--- src/hdl/pbin_ram.sv ---
// ----------------------------------------------------------------------------
// pbin_ram
// Generic simple dual-port RAM, one write and one registered read port.
// ----------------------------------------------------------------------------
module pbin_ram #(
  parameter int WIDTH = 8,
  parameter int DEPTH = 16
) (
  input  logic                     clk,
  input  logic                     we,
  input  logic [$clog2(DEPTH)-1:0] waddr,
  input  logic [WIDTH-1:0]         wdata,
  input  logic                     re,
  input  logic [$clog2(DEPTH)-1:0] raddr,
  output logic [WIDTH-1:0]         rdata
);

  logic [WIDTH-1:0] mem [DEPTH];
  logic [WIDTH-1:0] rdata_r;

  always_ff @(posedge clk) begin
    if (we) begin
      mem[waddr] <= wdata;
    end
    if (re) begin
      rdata_r <= mem[raddr];
    end
  end

  assign rdata = rdata_r;

endmodule

--- config.mk ---
export PLATFORM = sky130hd
export DESIGN_NAME = pbin_ram
export DESIGN_NICKNAME = d
export VERILOG_FILES = /design/src/hdl/pbin_ram.sv
export SDC_FILE = /design/constraint.sdc
export NUM_CORES = 1
export LEC_CHECK = 0
export BUFFER_PORTS_ARGS = -buffer_cell sky130_fd_sc_hd__buf_4
export CORE_MARGIN = 1.5
export CORE_UTILIZATION = 55
export CTS_CLUSTER_DIAMETER = 150
export DETAILED_ROUTE_END_ITERATION = 6
export GPL_TIMING_DRIVEN = 0
export HOLD_SLACK_MARGIN = 0.12
export PLACE_DENSITY = 0.73
export SLEW_MARGIN = 20
export SYNTH_ARGS = -nofsm -noshare
export SYNTH_HDL_FRONTEND = slang
export SYNTH_SLANG_ARGS = --single-unit
--- constraint.sdc ---
create_clock -name clk -period 2.3 [get_ports clk]
set_clock_uncertainty 0.2 [all_clocks]
set_input_delay 0.46 -clock clk [delete_from_list [all_inputs] [get_ports clk]]
set_output_delay 0.46 -clock clk [all_outputs]
set_load 0.005 [all_outputs]
==> metrics.txt <==
Post-synth EDFFs approximately 140; Clock Root Buffer clkbuf_8; total track usage 22.7%; Fill cells between 500 and 600; final instance area roughly 6300 um^2; clock sink count ~140; arrival time worst endpoint 1.78 ns; Max-Cap Viols 0; die area slightly above 10,000 um^2; #FFs+latches synth approximately 140; Initial DRC Count roughly 280; largest family of logic cells by synthesized area multiplexers; antenna violations before repair 0; kind of critical path input pin to flop; WL final about 10,000 um; Starting Density a little under three fifths; CTS Buf Count 17; Slew HR 44.6%; Slew @ Worst Pin 0.829 ns; Port Buffer Count 25; Post-DP HPWL approximately 6000 um; Yosys cell types 18; slowest stage delay, CP 0.66 ns; pin count of the biggest net entering global routing 17; worst hold margin approximately 0.21 ns; Synth Area in XOR/XNOR 0%; clk buf depth 2; die height around 100 um; synthesized cell area ~5200 um^2; CTS tree built; Max Clk Rate roughly 0.54 GHz; Setup crit end kind flop; Post-CTS Setup Bufs 0; area occupied by multi-input gates between 1000 and 1500 um^2; antenna cells 0; Hold Fails Final Rpt 0; Total Nets Final approximately 300; Synth Flop Type edfxtp_1; Placement Setup Slack -0.0593 ns; register area between 4000 and 5000 um^2; IO Pins 27; Cell Area, Placed approximately 5600 um^2; Antenna Violating Nets Remaining 0; ys async rst share 0%; pwr dens roughly 940 nW/um^2; outcome completed; Synth Area in Adders 0%; wire per inst between 20 and 25 um; CTS HTree Levels 4; CP startpoint kind input pin; worst min path class input pin to flop; DRC errors left 0; commonest non-fill, non-tap cell in the layout edfxtp_1; LEAKAGE approximately 2.1 nW; Crit-path slowest cell nor2_1; cells after synthesis ~230; Congestion Overflow GR 0; Die Width between 100 and 150 um; number of global-route vias before repair 2,563; final critical-path setup slack between 0.4 and 0.5 ns; Seq/Total Area, Yosys approximately four fifths; CP Max Fanout 8; Area Overhead vs Synth 20.7%; Warnings, synthesis 0; average size of a mapped cell 22.8 um^2; Final Cycle Share 80.5%; final core occ between 60% and 70%; Clock Latency Late Sink roughly 0.50 ns; commonest cells after routing, fill and taps aside edfxtp_1, buf_4, mux4_2; final RePlAce weighted congestion approximately 0.73; Max Slew Vio Count 0; DR pass1 iterations 5; fin crit period ~1.9 ns; Via Count around 2,500; mux cell area share after synthesis 14.8%; Via density 5.81; cell chain of the critical path buf_4 > or3b_2 > nor2_1; VDD IR max between 400 and 500 uV; compound-gate portion of the synthesized area 2.30%; net count after synthesis ~250; Critical Path RT about 2.2 ns; core area between 9000 and 10,000 um^2; Simple-Gate Fraction of Synth Area under 10%; share of cells above drive strength 1 between 20 and 30%; Final setup viols 0; total power around 0.0059 W; clock transition at the registers of the reported paths ~0.060 ns; RSZ-0062 raised after global routing false; first-pass GRT wire length about 15,000 um; Site Rows 35
## worst max-delay path: cells and delay by family
family | cells | cell delay, ns
buffers and inverters | 1 | 0.12
AND/OR/NAND/NOR | 2 | 1.19
## cell usage after synthesis (2+ instances only)
library cell       n  area share, %
nor3_1             4           0.38
nor2_1            13           0.93
a22oi_1           16            2.3
mux4_1            14            7.0
nand2_1            9           0.65
buf_2              3           0.29
mux4_2            18            7.8
nand2b_1           2           0.24
clkdlybuf4s25_2    3           0.57
nand3b_1           2           0.29
buf_6              3           0.65
edfxtp_1         136             78
## cell type report
cell class / instances / share of cell area [%]
repair buffers: 34 / 4.40
multi-input cells: 83 / 17.1
flip-flops and latches: 136 / 64.7
plain buffers: 10 / 1.37
clock inverters: 14 / 3.25
well taps: 129 / 2.56
clock buffers: 18 / 6.62
## power by group
group	leakage (nW)	switching [W]	internal (W)
sequential	1.24	0.0000135	0.00279
clock	0.298	0.000963	0.00186
combinational	0.581	0.000155	0.000132
## timing repair
| item | CTS | global route |
|---|---|---|
| endpoints found under the hold margin | 136 | 0 |
| gates resized for setup | 0 | 0 |
| hold buffers | 9 | 0 |
| setup endpoints to repair | 0 | 0 |
## registers in the layout (all words and copies together) (netlist names)
signal and count:
rdata 8, mem 128
## logic make-up (layout without fill, tap and decap cells)
family / after synthesis / count (layout)
and+or+nand+nor: 35 / 35
DFF: 136 / 136
muxes: 32 / 32
AOI/OAI and AO/OA: 16 / 16
buffers and inverters: 10 / 76
## metrics by stage
stage / setup TNS, ns / std cells
after floorplan: 0 / 229
after global placement: -4.93 / 383
after detailed placement: -0.994 / 383
after CTS: 0 / 424
after global routing: 0 / 424
final: 0 / 424
## path summary, 6_finish.rpt
| path | slack [ns] | from | to | cells past startpoint |
|---|---|---|---|---|
| worst min register to register | 0.56 | mem[8][4] | rdata[4] | 3 |
| worst max-delay path | 0.45 | waddr[2] | mem[2][5] | 3 |
| worst max register to register | 0.50 | mem[5][0] | rdata[0] | 3 |
| worst min-delay path | 0.21 | waddr[0] | mem[8][5] | 2 |
## routing by layer
layer / vias to the layer above / GRT usage (%) / wire (um)
li1: 1088 / - / -
met1: 1271 / 31.1 / 4110
met2: 97 / 36.0 / 5190
met3: 9 / 5.89 / 632
met4: 0 / 8.34 / 94
met5: - / 0 / 0
(Power assumes the default switching activity.)
