<file path="src/hdl/pbin_pkg.sv">
// ----------------------------------------------------------------------------
// pbin_pkg
// Shared constants, types and helpers for the 2x2 pixel binning block.
// ----------------------------------------------------------------------------
package pbin_pkg;

  localparam int MAX_WIDTH  = 4096;
  localparam int MAX_HEIGHT = 4096;

  localparam int DIM_W  = 13;                        // width of the size registers
  localparam int PIX_W  = 16;
  localparam int PAIR_W = PIX_W + 1;
  localparam int SUM_W  = PAIR_W + 1;
  localparam int COL_W  = $clog2(MAX_WIDTH);
  localparam int ROW_W  = $clog2(MAX_HEIGHT);

  localparam int LS_DEPTH = MAX_WIDTH / 2;
  localparam int LS_AW    = $clog2(LS_DEPTH);

  localparam int CFG_IDX_W = 2;

  typedef enum logic [CFG_IDX_W-1:0] {
    CFG_FRAME_WIDTH  = 2'd0,
    CFG_FRAME_HEIGHT = 2'd1,
    CFG_WIDE_SAMPLES = 2'd2
  } cfg_idx_t;

  localparam logic [DIM_W-1:0] WIDTH_RST  = DIM_W'(1280);
  localparam logic [DIM_W-1:0] HEIGHT_RST = DIM_W'(960);
  localparam logic [DIM_W-1:0] DIM_MIN    = DIM_W'(2);

  localparam logic [PIX_W-1:0] SAT_NARROW = PIX_W'(255);
  localparam logic [PIX_W-1:0] SAT_WIDE   = PIX_W'(65535);

  // Request from the scan logic to the summing stage
  typedef struct packed {
    logic              valid;
    logic [PAIR_W-1:0] pair;
    logic              last;
    logic              wide;
  } bin_req_t;

  function automatic logic [DIM_W-1:0] clamp_dim(input logic [DIM_W-1:0] v,
                                                 input logic [DIM_W-1:0] hi);
    logic [DIM_W-1:0] r;
    r = v;
    if (v < DIM_MIN) begin
      r = DIM_MIN;
    end else if (v > hi) begin
      r = hi;
    end
    return r;
  endfunction

endpackage

</file>
<file path="src/hdl/pbin_scan.sv">
// ----------------------------------------------------------------------------
// pbin_scan
// Size registers, raster position counters and horizontal pair adder.
// ----------------------------------------------------------------------------
module pbin_scan import pbin_pkg::*; (
  input  logic                 clk,
  input  logic                 rst_n,
  input  logic                 cfg_we,
  input  logic [CFG_IDX_W-1:0] cfg_addr,
  input  logic [DIM_W-1:0]     cfg_wdata,
  input  logic                 in_fire,
  input  logic [PIX_W-1:0]     pixel,
  output logic                 ls_we,
  output logic                 ls_re,
  output logic [LS_AW-1:0]     ls_addr,
  output logic [PAIR_W-1:0]    ls_wdata,
  output bin_req_t             req
);

  logic [DIM_W-1:0] width_r, height_r;
  logic             wide_r;
  logic [COL_W-1:0] col_r, col_nxt;
  logic [ROW_W-1:0] row_r, row_nxt;
  logic [PIX_W-1:0] held_r;

  logic [DIM_W-1:0] col_x, row_x;
  logic [DIM_W-1:0] w_even, h_even;
  logic             in_area;
  logic [PAIR_W-1:0] pair;

  // size registers are stored already clamped
  always_ff @(posedge clk) begin
    if (!rst_n) begin
      width_r  <= WIDTH_RST;
      height_r <= HEIGHT_RST;
      wide_r   <= 1'b0;
    end else if (cfg_we) begin
      case (cfg_idx_t'(cfg_addr))
        CFG_FRAME_WIDTH:  width_r  <= clamp_dim(cfg_wdata, DIM_W'(MAX_WIDTH));
        CFG_FRAME_HEIGHT: height_r <= clamp_dim(cfg_wdata, DIM_W'(MAX_HEIGHT));
        CFG_WIDE_SAMPLES: wide_r   <= cfg_wdata[0];
        default: ;
      endcase
    end
  end

  assign col_x   = DIM_W'(col_r);
  assign row_x   = DIM_W'(row_r);
  assign w_even  = {width_r[DIM_W-1:1], 1'b0};
  assign h_even  = {height_r[DIM_W-1:1], 1'b0};
  assign in_area = (col_x < w_even) && (row_x < h_even);
  assign pair    = PAIR_W'(held_r) + PAIR_W'(pixel);

  // odd column closes a pair: even rows store it, odd rows fetch the partner
  assign ls_addr  = col_r[COL_W-1:1];
  assign ls_wdata = pair;
  assign ls_we    = in_fire && in_area && col_r[0] && !row_r[0];
  assign ls_re    = in_fire && in_area && col_r[0] && row_r[0];

  assign req.valid = ls_re;
  assign req.pair  = pair;
  assign req.last  = (row_x == h_even - DIM_W'(1)) && (col_x == w_even - DIM_W'(1));
  assign req.wide  = wide_r;

  // counters wrap at the full size, odd edge included
  always_comb begin
    col_nxt = col_r;
    row_nxt = row_r;
    if (in_fire) begin
      if (col_x >= width_r - DIM_W'(1)) begin
        col_nxt = '0;
        if (row_x >= height_r - DIM_W'(1)) begin
          row_nxt = '0;
        end else begin
          row_nxt = row_r + ROW_W'(1);
        end
      end else begin
        col_nxt = col_r + COL_W'(1);
        if (row_x >= height_r) begin
          row_nxt = '0;
        end
      end
    end
  end

  always_ff @(posedge clk) begin
    if (!rst_n) begin
      col_r  <= '0;
      row_r  <= '0;
      held_r <= '0;
    end else begin
      col_r <= col_nxt;
      row_r <= row_nxt;
      if (in_fire && in_area && !col_r[0]) begin
        held_r <= pixel;
      end
    end
  end

endmodule

</file>
<file path="config.mk">
export PLATFORM = sky130hd
export DESIGN_NAME = pbin_scan
export DESIGN_NICKNAME = d
export VERILOG_FILES = /design/src/hdl/pbin_pkg.sv /design/src/hdl/pbin_scan.sv
export SDC_FILE = /design/constraint.sdc
export NUM_CORES = 1
export LEC_CHECK = 0
export ABC_AREA = 1
export BUFFER_PORTS_ARGS = -buffer_cell sky130_fd_sc_hd__buf_2
export CORE_MARGIN = 5
export CORE_UTILIZATION = 59
export CTS_CLUSTER_SIZE = 30
export DETAILED_ROUTE_END_ITERATION = 16
export PLACE_DENSITY = 0.78
export SYNTH_ARGS = -nofsm -noshare
export SYNTH_HDL_FRONTEND = slang
export SYNTH_SLANG_ARGS = --single-unit
</file>
<file path="constraint.sdc">
create_clock -name clk -period 2.8 [get_ports clk]
set_input_delay 0.42 -clock clk [delete_from_list [all_inputs] [get_ports clk]]
set_output_delay 0.42 -clock clk [all_outputs]
set_load 0.02 [all_outputs]
</file>
==> results_dict.tcl <==
set metrics [dict create \
    required_ps 2380 \
    finalPower_mw 2.76 \
    track_usage 0.249 \
    seq_area_frac_synth 0.216 \
    drv_cap 0 \
    nFillCells 915 \
    synth_nets 995 \
    drtAntennaViolNets 0 \
    hpwlAfterDp_um 12100 \
    synth_edf_count 0 \
    path_clk_slew_ps 80 \
    cp_num_buf_inv 2 \
    yosysUniqueCellTypes 49 \
    synth_cells 889 \
    synthFlopType "dfxtp_1" \
    timing.fmax_mhz 369 \
    syn2layout_area_growth_pct 14.2 \
    htreeDepth 3 \
    end_kind "output pin" \
    synth_top_area_frac 0.216 \
    grt_max_degree 33 \
    path_max_fanout 3 \
    cts_made_buffers 9 \
    critPathMaxStageDelay_ps 420 \
    post-route-min-period_ps 2710 \
    cts_sinks 67 \
    finalHoldViolations 0 \
    drtPass1Iterations 5 \
    die_w_um 113 \
    peakVddDrop_mv 0.274 \
    cp_top_family "compound AO/OA/AOI/OAI gates" \
    skew_ps 9.11 \
    max_slew_margin 0.590 \
    num_rows 37 \
    p_per_area_nw_per_um2 389 \
    setup_viol 0 \
    async_flop_share 0 \
    path_cells "ha_4 -> inv_1 -> fa_2 -> o21ai_4 -> a21boi_2 -> o21ai_2 -> a21oi_2 -> xor2_1 -> buf_4" \
    initial_utilization 0.602 \
    ios 85 \
    core_sq_um 10300 \
    nNetsFinal 1071 \
    ys_ff_latch 67 \
    yosysTopAreaCell "dfxtp_1" \
    cts_root_buffer "clkbuf_8" \
    hold_buffers 0 \
    clk_latency_ps 360 \
    tns_ps 0 \
    n_antenna_cell 0 \
    critPathArrivalTime_ps 2290 \
    yosysWarnings 0 \
    grt_first_pass_wirelength_um 26400 \
    viasPerCell 5.40 \
    grt_pass1_vias 5668 \
    antenna_found_initial 0 \
    die_h_um 113 \
    min_path_type "in2reg" \
    grt-ovfl-total 0 \
    drt_iter0_markers 285 \
    gp_congestion 0.922 \
    grt_setup_unrepaired "yes" \
    worstMarginPinSlew_ps 612 \
    syn-mean-instance-area_sq_um 7.00 \
    cts_tree "built" \
    drv_slew 0 \
    drcViolationCount 0 \
    vias 5971 \
    min_period_over_period 0.968 \
    routed_wirelength_um 15700 \
    io_buffers 84 \
    criticalPathCategory "reg2out" \
    synth_area_sq_um 6220 \
    dieArea_sq_um 12700 \
    drive_above_1_share 0.231 \
    critPathLaunchType "register" \
    avgRoutedWirePerCell_um 14.2 \
    netlist_top_cells_area "dfxtp_1 (22%), ha_1 (14%), nand2_1 (11%), xor2_1 (7.6%), a21oi_1 (6.7%)" \
    cts_buffer_depth 2 \
    p_leak_nw 3.57 \
    status "completed" \
    crit_path_top_delay_cell "fa_2" \
]
-- area by class of cell --
class | instances | area (sq um) | share of cell area
tap | 136 | 170 | 0.0240
clock buffer | 10 | 138 | 0.0194
clock inverter | 6 | 70.1 | 0.00987
inverter | 108 | 407 | 0.0573
multi-input combinational | 666 | 4310 | 0.606
sequential | 67 | 1350 | 0.190
timing repair buffer | 113 | 663 | 0.0934
-- worst paths after layout --
kind / from / endpoint / slack (ps) / cells after the start
worst max-delay path: held_r[0]$_SDFFE_PN0P_ / ls_wdata[10] / 90 / 9
worst min-delay path: pixel[1] / held_r[1]$_SDFFE_PN0P_ / 330 / 3
worst max register to register: height_r[2]$_SDFFE_PN0P_ / row_r[11]$_SDFFE_PN0P_ / 190 / 16
worst min register to register: wide_r$_SDFFE_PN0P_ / wide_r$_SDFFE_PN0P_ / 450 / 2
-- repair_timing --
item | CTS | global route
resized for setup | 4 | 44
setup endpoints to repair | 12 | 40
hold endpoints to repair | 0 | 0
pin swaps | 1 | 12
cloned | 0 | 1
buffers inserted | 0 | 5
-- worst reg2reg max path, cell delays in order (launching register included) --
cell	delay [ps]
dfxtp_1	320
inv_1	100
ha_4	160
nand4_1	130
nor2_1	160
nand2_1	80
nor2_1	140
xor2_1	160
inv_1	60
ha_1	300
nand2_1	100
inv_1	50
a221oi_2	210
nand2_1	200
nand2_4	160
nand3_1	90
a21oi_2	110
-- cells in the final DEF (no fill, tap or decap), drive strengths merged, types with 3 or more instances in the layout --
cell      n
or2       4
nor2     79
ha       70
nand4    22
buf     113
clkinv    3
nor3     15
a21oi    94
inv     110
dfxtp    67
nand3    66
clkbuf   10
o21bai    4
xor2     55
o21ai    44
nand2   181
a21o      4
xnor2    13
nand3b    3
o211ai    3
-- metrics by stage --
step | hold WS, ps | cells | instance area (sq um) | utilization | setup WS [ps]
3_5_place_dp | 442 | 1084 | 6680 | 0.647 | 104
2_1_floorplan | 424 | 889 | 6220 | - | 94.6
6_report | 332 | 1106 | 7100 | 0.688 | 88.6
5_1_grt | 355 | 1106 | 7100 | 0.688 | -57.7
4_1_cts | 323 | 1100 | 6890 | 0.668 | 9.12
3_3_place_gp | 433 | 1084 | 6680 | 0.647 | 149
-- cell usage after synthesis, types with 3 or more instances --
master    number
nand2_1      175
inv_1         93
a21oi_1       83
ha_1          70
nor2_1        70
dfxtp_1       67
xor2_1        54
nand3_1       53
o21ai_0       35
buf_4         32
nand4_1       21
inv_2         14
nor3_1        13
xnor2_1       13
a21oi_2       11
nand3_2       11
clkbuf_1      10
o21ai_1        8
nor2_4         6
a21o_1         4
buf_2          4
o21bai_1       4
nand2_2        3
nand3b_1       3
o211ai_1       3
-- kinds of logic (layout without fill, tap and decap cells) --
kind of cell / Yosys count / in the layout / synth area share
buffers and inverters: 157 / 237 / 0.119
adders and majority gates: 71 / 71 / 0.144
DFF: 67 / 67 / 0.216
muxes: 1 / 1 / 0.00161
xor gates and xnor gates: 69 / 69 / 0.101
and+or+nand+nor: 371 / 372 / 0.283
AOI/OAI and AO/OA: 153 / 153 / 0.136
-- where the power goes --
part           internal [mW]  switching, mW  leakage [nW]  total [mW]
Clock                  0.445          0.417         0.108       0.862
Combinational          0.318          0.555          2.91       0.874
Sequential             0.989         0.0348         0.547        1.02
Total                   1.75           1.01          3.57        2.76
-- flip-flops by register name (all words and copies together), names as in the netlist --
register / flops
row_r: 12
height_r: 13
width_r: 13
col_r: 12
held_r: 16
wide_r: 1
-- layer usage --
metal,wire length (um),vias up,global-route usage,part of all wire
met4,357,0,0.0769,0.023
met2,7650,128,0.425,0.49
li1,-,3048,-,-
met3,617,25,0.0388,0.039
met5,0,-,0,0
met1,7100,2770,0.321,0.45
Note: power is estimated with default switching activity, not from simulation.
