File: src/hdl/pbin_pkg.sv
// ----------------------------------------------------------------------------
// pbin_pkg
// Shared constants, types and helpers for the 2x2 pixel binning block.
// ----------------------------------------------------------------------------
package pbin_pkg;

  localparam int MAX_WIDTH  = 4096;
  localparam int MAX_HEIGHT = 4096;

  localparam int DIM_W  = 13;                        // width of the size registers
  localparam int PIX_W  = 16;
  localparam int PAIR_W = PIX_W + 1;
  localparam int SUM_W  = PAIR_W + 1;
  localparam int COL_W  = $clog2(MAX_WIDTH);
  localparam int ROW_W  = $clog2(MAX_HEIGHT);

  localparam int LS_DEPTH = MAX_WIDTH / 2;
  localparam int LS_AW    = $clog2(LS_DEPTH);

  localparam int CFG_IDX_W = 2;

  typedef enum logic [CFG_IDX_W-1:0] {
    CFG_FRAME_WIDTH  = 2'd0,
    CFG_FRAME_HEIGHT = 2'd1,
    CFG_WIDE_SAMPLES = 2'd2
  } cfg_idx_t;

  localparam logic [DIM_W-1:0] WIDTH_RST  = DIM_W'(1280);
  localparam logic [DIM_W-1:0] HEIGHT_RST = DIM_W'(960);
  localparam logic [DIM_W-1:0] DIM_MIN    = DIM_W'(2);

  localparam logic [PIX_W-1:0] SAT_NARROW = PIX_W'(255);
  localparam logic [PIX_W-1:0] SAT_WIDE   = PIX_W'(65535);

  // Request from the scan logic to the summing stage
  typedef struct packed {
    logic              valid;
    logic [PAIR_W-1:0] pair;
    logic              last;
    logic              wide;
  } bin_req_t;

  function automatic logic [DIM_W-1:0] clamp_dim(input logic [DIM_W-1:0] v,
                                                 input logic [DIM_W-1:0] hi);
    logic [DIM_W-1:0] r;
    r = v;
    if (v < DIM_MIN) begin
      r = DIM_MIN;
    end else if (v > hi) begin
      r = hi;
    end
    return r;
  endfunction

endpackage

File: src/hdl/pbin_bin.sv
// ----------------------------------------------------------------------------
// pbin_bin
// Adds the stored pair to the odd-row pair, saturates, drives the output word.
// ----------------------------------------------------------------------------
module pbin_bin import pbin_pkg::*; (
  input  logic              clk,
  input  logic              rst_n,
  input  bin_req_t          req,
  input  logic [PAIR_W-1:0] ls_rdata,
  output logic              take_ok,
  input  logic              out_tready,
  output logic              out_tvalid,
  output logic [PIX_W-1:0]  out_value,
  output logic              out_last
);

  logic              s1_valid_r;
  logic [PAIR_W-1:0] s1_pair_r;
  logic              s1_last_r;
  logic              s1_wide_r;

  logic              out_valid_r;
  logic [PIX_W-1:0]  out_value_r;
  logic              out_last_r;

  logic              out_free, s1_move;
  logic [SUM_W-1:0]  sum;
  logic [PIX_W-1:0]  limit, sat;

  assign out_free = !out_valid_r || out_tready;
  assign s1_move  = s1_valid_r && out_free;
  assign take_ok  = !s1_valid_r || out_free;

  // line store data lines up with the read stage
  assign sum   = SUM_W'(ls_rdata) + SUM_W'(s1_pair_r);
  assign limit = s1_wide_r ? SAT_WIDE : SAT_NARROW;
  assign sat   = (sum > SUM_W'(limit)) ? limit : sum[PIX_W-1:0];

  always_ff @(posedge clk) begin
    if (!rst_n) begin
      s1_valid_r  <= 1'b0;
      out_valid_r <= 1'b0;
    end else begin
      if (take_ok) begin
        s1_valid_r <= req.valid;
      end
      if (s1_move) begin
        out_valid_r <= 1'b1;
      end else if (out_tready) begin
        out_valid_r <= 1'b0;
      end
    end
  end

  always_ff @(posedge clk) begin
    if (take_ok && req.valid) begin
      s1_pair_r <= req.pair;
      s1_last_r <= req.last;
      s1_wide_r <= req.wide;
    end
    if (s1_move) begin
      out_value_r <= sat;
      out_last_r  <= s1_last_r;
    end
  end

  assign out_tvalid = out_valid_r;
  assign out_value  = out_value_r;
  assign out_last   = out_last_r;

endmodule

File: config.mk
export PLATFORM = sky130hd
export DESIGN_NAME = pbin_bin
export DESIGN_NICKNAME = d
export VERILOG_FILES = /design/src/hdl/pbin_pkg.sv /design/src/hdl/pbin_bin.sv
export SDC_FILE = /design/constraint.sdc
export NUM_CORES = 1
export LEC_CHECK = 0
export BUFFER_PORTS_ARGS = -buffer_cell sky130_fd_sc_hd__buf_2
export CAP_MARGIN = 20
export CORE_ASPECT_RATIO = 1.5
export CORE_MARGIN = 2
export CORE_UTILIZATION = 49
export CTS_CLUSTER_SIZE = 10
export DETAILED_ROUTE_END_ITERATION = 6
export GPL_TIMING_DRIVEN = 0
export HOLD_SLACK_MARGIN = 0.06
export PLACE_DENSITY = 0.7
export SKIP_LAST_GASP = 1
export SYNTH_ARGS = -nofsm -noshare
export SYNTH_HDL_FRONTEND = slang
export SYNTH_SLANG_ARGS = --single-unit
export TNS_END_PERCENT = 50
File: constraint.sdc
create_clock -name clk -period 5.05 [get_ports clk]
set_clock_uncertainty 0.05 [all_clocks]
set_input_delay 0.7575 -clock clk [delete_from_list [all_inputs] [get_ports clk]]
set_output_delay 0.7575 -clock clk [all_outputs]
set_load 0.005 [all_outputs]
==> results of run 1 <==
[area by class of cell]
cell class	count	area, µm²
tap	66	82.6
clock buffer	6	72.6
inverter	6	22.5
buffer	4	25.0
sequential	38	1120
multi-input combinational	155	1200
fill	458	1900
timing repair buffer	59	298
clock inverter	2	8.76
[synthesized netlist by cell type, types with 4 or more instances]
library cell,count
nand2_1,18
nor2_1,10
o21a_1,5
a21oi_1,15
ha_1,25
mux2_2,5
inv_1,6
o21ai_0,4
xor2_1,4
edfxtp_1,36
nand2b_1,7
a21o_1,6
xnor2_1,9
nor2b_1,5
a211oi_1,4
[worst register-to-register path, cell delays in order (launching register included)]
cell and delay (ns):
edfxtp_1 0.33, ha_1 0.16, inv_1 0.06, fa_1 0.38, nand2b_1 0.20, a211oi_2 0.26, o21ai_2 0.14, a21boi_1 0.27
a21oi_1 0.13, xnor2_1 0.16, ha_1 0.21, or4_4 0.49, a211oi_2 0.21, o31a_1 0.18, a41oi_2 0.07, a211oi_4 0.37
buf_6 0.20, mux2_1 0.33
[per-layer routing]
layer  track usage, %  wire length (µm)  vias up  part of all wire [%]
met2             30.1              2220       40                    55
li1                 -                 -      905                     -
met5                0                 0        -                     0
met4             5.93                73        0                   1.8
met1             17.7              1560      807                    39
met3             3.47               157        7                   3.9
[flip-flops by register name, summed over array words and instances, names as in the netlist]
signal	count
s1_pair_r	17
out_value	16
out_last	1
out_tvalid	1
s1_last_r	1
s1_valid_r	1
s1_wide_r	1
[where the power goes]
part	switching, mW	internal [mW]	leakage (nW)
combinational	0.128	0.113	0.766
clock	0.0985	0.0947	0.0426
sequential	0.00503	0.372	0.352
[worst max-delay path by stage]
stage / endpoint / start / depth (start not counted)
global placement: out_value[12] / ls_rdata[0] / 18
floorplan: out_value[12] / ls_rdata[0] / 17
CTS: out_value[14] / ls_rdata[0] / 18
detailed placement: out_value[12] / ls_rdata[0] / 18
global route: out_value[14] / ls_rdata[0] / 18
finish: out_value[12] / ls_rdata[0] / 18
[cell families (layout without fill, tap and decap cells)]
logic type | count (synthesis) | after routing
buffers and inverters | 10 | 77
adder cells (fa/ha/maj) | 26 | 26
AO/OA/AOI/OAI | 52 | 52
XOR/XNOR | 13 | 13
multiplexers | 7 | 7
AND/OR/NAND/NOR | 57 | 57
flip-flops | 38 | 38
==> metrics.md, run 1 <==
| Metric | Value |
|---|---|
| Io pins | `just under 60` |
| Status | `complete, no violations` |
| Yosys top cell by area | `edfxtp_1` |
| Cts hold-fix bufs | `0` |
| Worst Hold Slack | `0.383 ns` |
| Worst-path cell chain | `buf_2, ha_1, inv_1, fa_1, nand2b_1, a211oi_2, o21ai_2, a21boi_1, a21oi_1, xnor2_1, ha_1, or4_4, a211oi_2, o31a_1, a41oi_2, a211oi_4, buf_6, mux2_1` |
| Cell variety after synth | `47` |
| Warnings from Yosys | `0` |
| Vias | `1759` |
| Reg2reg path depth | `17` |
| Endpoints failing hold | `0` |
| Initial antenna violation count | `0` |
| Commonest non-fill, non-tap cell in the layout | `buf_2` |
| PwrDens | `286 nW/µm²` |
| XOR/XNOR Fraction of Synth Area | `under 10%` |
| Fin crit period | `approximately 4.6 ns` |
| RR Startpoint | `s1_pair_r[0]` |
| R2R Setup Slk | `0.64 ns` |
| Share of cells above drive strength 1 | `a little under a third` |
| Sequential-to-total area share from yosys stat | `47.3%` |
| Syn nets | `269` |
| Largest net degree at the start of global routing | `20` |
| Row cnt | `31` |
| Max Slew Vio Count | `0` |
| Placer Congestion | `0.811` |
| DRT Pass-1 Iters | `4` |
| Clock transition at the registers of the reported paths | `approximately 0.070 ns` |
| Multiplexer area fraction after synthesis | `3.32%` |
| Mapped Avg Cell Area | `11.7 µm²` |
| EDFF count, synth | `36` |
| Final Total Pwr | `0.811 mW` |
| Rel. slew slack | `roughly 44%` |
| Commonest non-fill, non-tap cells in the layout | `60 x buf_2, 36 x edfxtp_1, 25 x ha_1` |
| Clock root cell | `clkbuf_8` |
| Yosys top cell area share | `45.6%` |
| Die X | `~61 µm` |
| Gr usage total | `16.3%` |
| Antenna-violating nets left | `0` |
| Finished Core Util | `59.9%` |
| DP HPWL | `3.32 mm` |
| First-pass GRT wire length | `6.57 mm` |
| Yosys reg bits | `38` |
| Worst path max stage delay | `0.49 ns` |
| DRC Markers | `0` |
| Data arrival, critical path | `4.62 ns` |
| Synth Area in Simple Gates | `12.5%` |
| Setup Viol. Count Final | `0` |
| Tightest Pin Transition | `0.834 ns` |
| Worst Hold Launch | `s1_last_r` |
| Synthesized instance count | `~200` |
| Post-Route Setup TNS | `0 ns` |
| CP max stage cell | `or4_4` |
| Cts bufs inserted | `5` |
| Die H | `89.2 µm` |
| Critical Path Source Type | `input pin` |
| Starting Density | `between 50% and 60%` |
| Async SR Flop Fraction | `0%` |
| Critical path endpoint category | `register` |
| WS Path Type | `in -> reg` |
| DRT iter0 DRCs | `33` |
| Max rail drop VDD | `178 µV` |
| RSZ-0062 raised after global routing | `false` |
| Synth Area in Compound Gates | `between 10% and 20%` |
| Hold Path Sink | `out_last` |
| Tcrit/Tclk final | `91.7%` |
| CTS tree | `yes` |
| PostCTS Resize Cnt | `0` |
| Post-Layout Cell Count | `336` |
| Final nets | `335` |
| Vias in the first global route | `1572` |
| Vias per inst | `5.24` |
| Post-DP Area | `2750 µm²` |
| Maximum clock rate | `~220 MHz` |
| Pre-CTS setup slack | `0.0481 ns` |
| Finished Cell Area | `2830 µm²` |
| P_leak | `1.16 nW` |
| Number of setup buffers added after CTS | `0` |
| Max Cap Viol | `0` |
| Largest family of logic cells by synthesized area | `compound AO/OA/AOI/OAI gates` |
| Slack of the critical path | `0.418 ns` |
| Top FF cell, synth | `edfxtp_1` |
| H-tree depth | `2` |
| Max Root-Sink Buffers | `2` |
| CTS sink cnt | `38` |
| Dpl cells | `328` |
| Post-Synth Adder-Cell Area | `14.0%` |
| Ranking of synthesized cells by area | `edfxtp_1 46%, ha_1 13%, xnor2_1 3.3%` |
| Top cell family by delay on the critical path | `compound AO/OA/AOI/OAI gates` |
| # diodes | `0` |
| Die Area | `5420 µm²` |
| Buffers and inverters on the worst path | `3` |
| Max FO, Critical Path | `10` |
| Core Area | `4730 µm²` |
| Synthesized cell area | `between 2000 and 2500 µm²` |
| WHS Path Cells | `0` |
| WL/cell | `approximately 12 µm` |
| Clock Latency Late Sink | `0.29 ns` |
| Worst min path class | `reg -> reg` |
| Reg-to-Reg End | `out_value[12]` |
| I/O Buffers | `58` |
| CP Data Required Time | `5.04 ns` |
| DRT Wirelength | `4.01 mm` |
| Aggregate global routing overflow | `0` |
| Area Growth Syn to Fin | `19.5%` |
Note: power is estimated with default switching activity, not from simulation.
==> run 2: changes to the inputs <==
--- a/config.mk
+++ b/config.mk
@@ -5,6 +5,7 @@
 export SDC_FILE = /design/constraint.sdc
 export NUM_CORES = 1
 export LEC_CHECK = 0
+export ABC_AREA = 1
 export BUFFER_PORTS_ARGS = -buffer_cell sky130_fd_sc_hd__buf_2
 export CAP_MARGIN = 20
 export CORE_ASPECT_RATIO = 1.5
@@ -14,7 +15,7 @@
 export DETAILED_ROUTE_END_ITERATION = 6
 export GPL_TIMING_DRIVEN = 0
 export HOLD_SLACK_MARGIN = 0.06
-export PLACE_DENSITY = 0.7
+export PLACE_DENSITY = 0.69
 export SKIP_LAST_GASP = 1
 export SYNTH_ARGS = -nofsm -noshare
 export SYNTH_HDL_FRONTEND = slang
==> metrics.md, run 2 <==
| Metric | Value |
|---|---|
| Status | `complete, no violations` |
| Psw | `0.279 mW` |
| WL/cell | `about 11 µm` |
| Area occupied by multi-input gates | `1320 µm²` |
| Clock Latency Late Sink | `0.29 ns` |
| Max reg flops | `17` |
| H-tree depth | `2` |
| Vias | `2249` |
| Ranking of synthesized cells by area | `edfxtp_1 40%, nand2_1 13%, ha_1 12%` |
| Maximum clock rate | `roughly 290 MHz` |
| Multiplexer area fraction after synthesis | `0%` |
| Synthesized instance count | `approximately 320` |
| Synthesized cell area | `between 2000 and 3000 µm²` |
| Io pins | `59` |
| First-pass GRT wire length | `8.81 mm` |
| Row cnt | `33` |
| Gr usage total | `a little under a fifth` |
| Hold Path Sink | `out_last` |
| Warnings from Yosys | `0` |
| Sw Ratio | `29.2%` |
| I/O Buffers | `58` |
| Mapped Avg Cell Area | `8.48 µm²` |
| Worst Hold Slack | `0.384 ns` |
| DP HPWL | `roughly 4.2 mm` |
| R2R Setup Slk | `1.76 ns` |
| Aggregate global routing overflow | `0` |
| CP max stage cell | `fa_1` |
| Largest family of logic cells by synthesized area | `simple AND/OR/NAND/NOR gates` |
| Filler cells | `513` |
| Final nets | `448` |
| Max Slew Vio Count | `0` |
| Part of the power in registers | `between 30% and 40%` |
| Critical Path Source Type | `input pin` |
| Synth Area in Simple Gates | `28.4%` |
| Worst-path cell chain | `buf_2, ha_1, inv_1, fa_1, inv_2, nand3_1, nand2_1, nand2_1, nand2_2, nand2_1, nand2_1, xor2_1, ha_1, nand2_1, nor2_1, nand2_1, nor2_1, nand3_1, nor2_2, nand3_2, nand2_4, nand3_2, nand2_4, nand2_1` |
| Top-count cell post-synth | `nand2_1` |
| DRT Wirelength | `5.00 mm` |
| P_leak | `around 1.6 nW` |
| # diodes | `0` |
| Clock root cell | `clkbuf_8` |
| Max rail drop VDD | `190 µV` |
| Rel. slew slack | `53.0%` |
| Syn nets | `~380` |
| Die H | `94.6 µm` |
| Worst min path class | `reg -> reg` |
| WS Path Type | `in -> reg` |
| Die X | `64.4 µm` |
| Starting Density | `49.9%` |
| Top cell family by delay on the critical path | `simple AND/OR/NAND/NOR gates` |
| DRT iter0 DRCs | `52` |
| Initial antenna violation count | `0` |
| Max Cap Viol | `0` |
| Vias per inst | `between 4 and 5` |
| Endpoints failing hold | `0` |
| Worst path max stage delay | `approximately 0.43 ns` |
| Reg-to-Reg End | `out_value[10]` |
| PostCTS Resize Cnt | `0` |
| EDFF count, synth | `36` |
| Yosys top cell by area | `edfxtp_1` |
| WHS Path Cells | `0` |
| Clock transition at the registers of the reported paths | `~0.07 ns` |
| Number of setup buffers added after CTS | `0` |
| Die Area | `6090 µm²` |
| Commonest non-fill, non-tap cell in the layout | `nand2_1` |
| CP Data Required Time | `5.05 ns` |
| Yosys reg bits | `38` |
| Commonest non-fill, non-tap cells in the layout | `90 x nand2_1, 58 x buf_2, 39 x inv_1` |
| Worst Hold Launch | `s1_last_r` |
| Pint | `roughly 0.68 mW` |
| Largest reg by FF count | `s1_pair_r` |
| Max Root-Sink Buffers | `2` |
| Max FO, Critical Path | `8` |
| RSZ-0062 raised after global routing | `false` |
| Share of power burned in combinational logic | `between 20 and 30%` |
| Critical path endpoint category | `register` |
| Share of cells above drive strength 1 | `26.4%` |
| PwrDens | `299 nW/µm²` |
| XOR/XNOR Fraction of Synth Area | `~1.9%` |
| Fin crit period | `3.50 ns` |
| Area Growth Syn to Fin | `19.3%` |
| Post-Route Setup TNS | `0 ns` |
| Post-synth top cells | `90 x nand2_1, 39 x inv_1, 36 x edfxtp_1` |
| Yosys top cell area share | `40.3%` |
| Sequential-to-total area share from yosys stat | `41.8%` |
| Cts bufs inserted | `5` |
| Cts hold-fix bufs | `0` |
| Top FF cell, synth | `edfxtp_1` |
| Clock power frac | `31.6%` |
| Buffers and inverters on the worst path | `3` |
| Async SR Flop Fraction | `0%` |
| CTS sink cnt | `38` |
| Sequential Area | `roughly 1100 µm²` |
| Synth Area in Compound Gates | `under 10%` |
| Data arrival, critical path | `3.50 ns` |
| Tcrit/Tclk final | `69.4%` |
| Vias in the first global route | `2164` |
| DRT Pass-1 Iters | `4` |
| Placer Congestion | `0.831` |
| Core Area | `5370 µm²` |
| Reg2reg path depth | `23` |
| DRC Markers | `0` |
| Post-Synth Adder-Cell Area | `between 10% and 20%` |
| Most common cell on crit path | `nand2_1` |
| CTS tree | `yes` |
| Tightest Pin Transition | `0.704 ns` |
| Antenna-violating nets left | `0` |
| RR Startpoint | `s1_pair_r[0]` |
| Cell variety after synth | `27` |
| Largest net degree at the start of global routing | `20` |
| Setup Viol. Count Final | `0` |
-- run 2: cell count changes in the layout (fill, tap and decap cells not counted), sizes merged, moves of 8 or more --
cell / before / now
inv: 6 / 49
nand2: 18 / 100
xnor2: 9 / 1
nand3: 3 / 25
nand4: 3 / 19
-- run 2: cells by family (layout without fill, tap and decap cells) --
family          count (synthesis)  in the layout
compound gates                 31             31
buf+inv                        53            120
xor+xnor                        5              5
simple gates                  163            163
flops                          38             38
fa+ha+maj                      26             26
-- run 2: worst max-delay path by stage --
stage	from	to	cells past startpoint
finish	ls_rdata[0]	out_value[10]	24
CTS	ls_rdata[0]	out_value[10]	24
global placement	ls_rdata[0]	out_value[15]	24
detailed placement	ls_rdata[0]	out_value[10]	24
floorplan	ls_rdata[0]	out_value[10]	23
global route	ls_rdata[0]	out_value[9]	24
-- run 2: area by class of cell --
class | count | area share [%]
inverter | 49 | 5.83
multi-input combinational | 225 | 41.4
timing repair buffer | 59 | 9.31
clock inverter | 3 | 2.00
clock buffer | 5 | 2.15
tap | 70 | 2.74
sequential | 38 | 35.1
buffer | 4 | 1.53
-- run 2: power by group through the flow --
stage / registers (mW) / clock network, mW / logic (mW)
final: 0.378 / 0.302 / 0.275
after detailed placement: 0.385 / 0 / 0.277
after CTS: 0.378 / 0.309 / 0.278
after floorplan: 0.387 / 0 / 0.204
after global placement: 0.385 / 0 / 0.272
after global routing: 0.379 / 0.325 / 0.318
-- run 2: layer usage --
metal / part of all wire (%) / vias to the layer above / GRT usage (%) / wire [µm]
met5: 0 / - / 0 / 0
met4: 3.3 / 0 / 9.04 / 163
met3: 4.0 / 14 / 3.81 / 199
met2: 53 / 59 / 34.8 / 2660
met1: 40 / 984 / 19.1 / 1980
li1: - / 1192 / - / -
-- run 2: per-stage QoR --
step	utilization, %	area (µm²)	cells	power (mW)	worst slack (ns)
6_report	59.6	3200	453	0.955	1.55
3_5_place_dp	57.1	3070	445	0.662	1.22
3_3_place_gp	57.0	3060	444	0.656	1.23
5_1_grt	59.6	3200	453	1.02	1.15
4_1_cts	59.6	3200	453	0.964	1.52
2_1_floorplan	-	2680	316	0.591	1.68
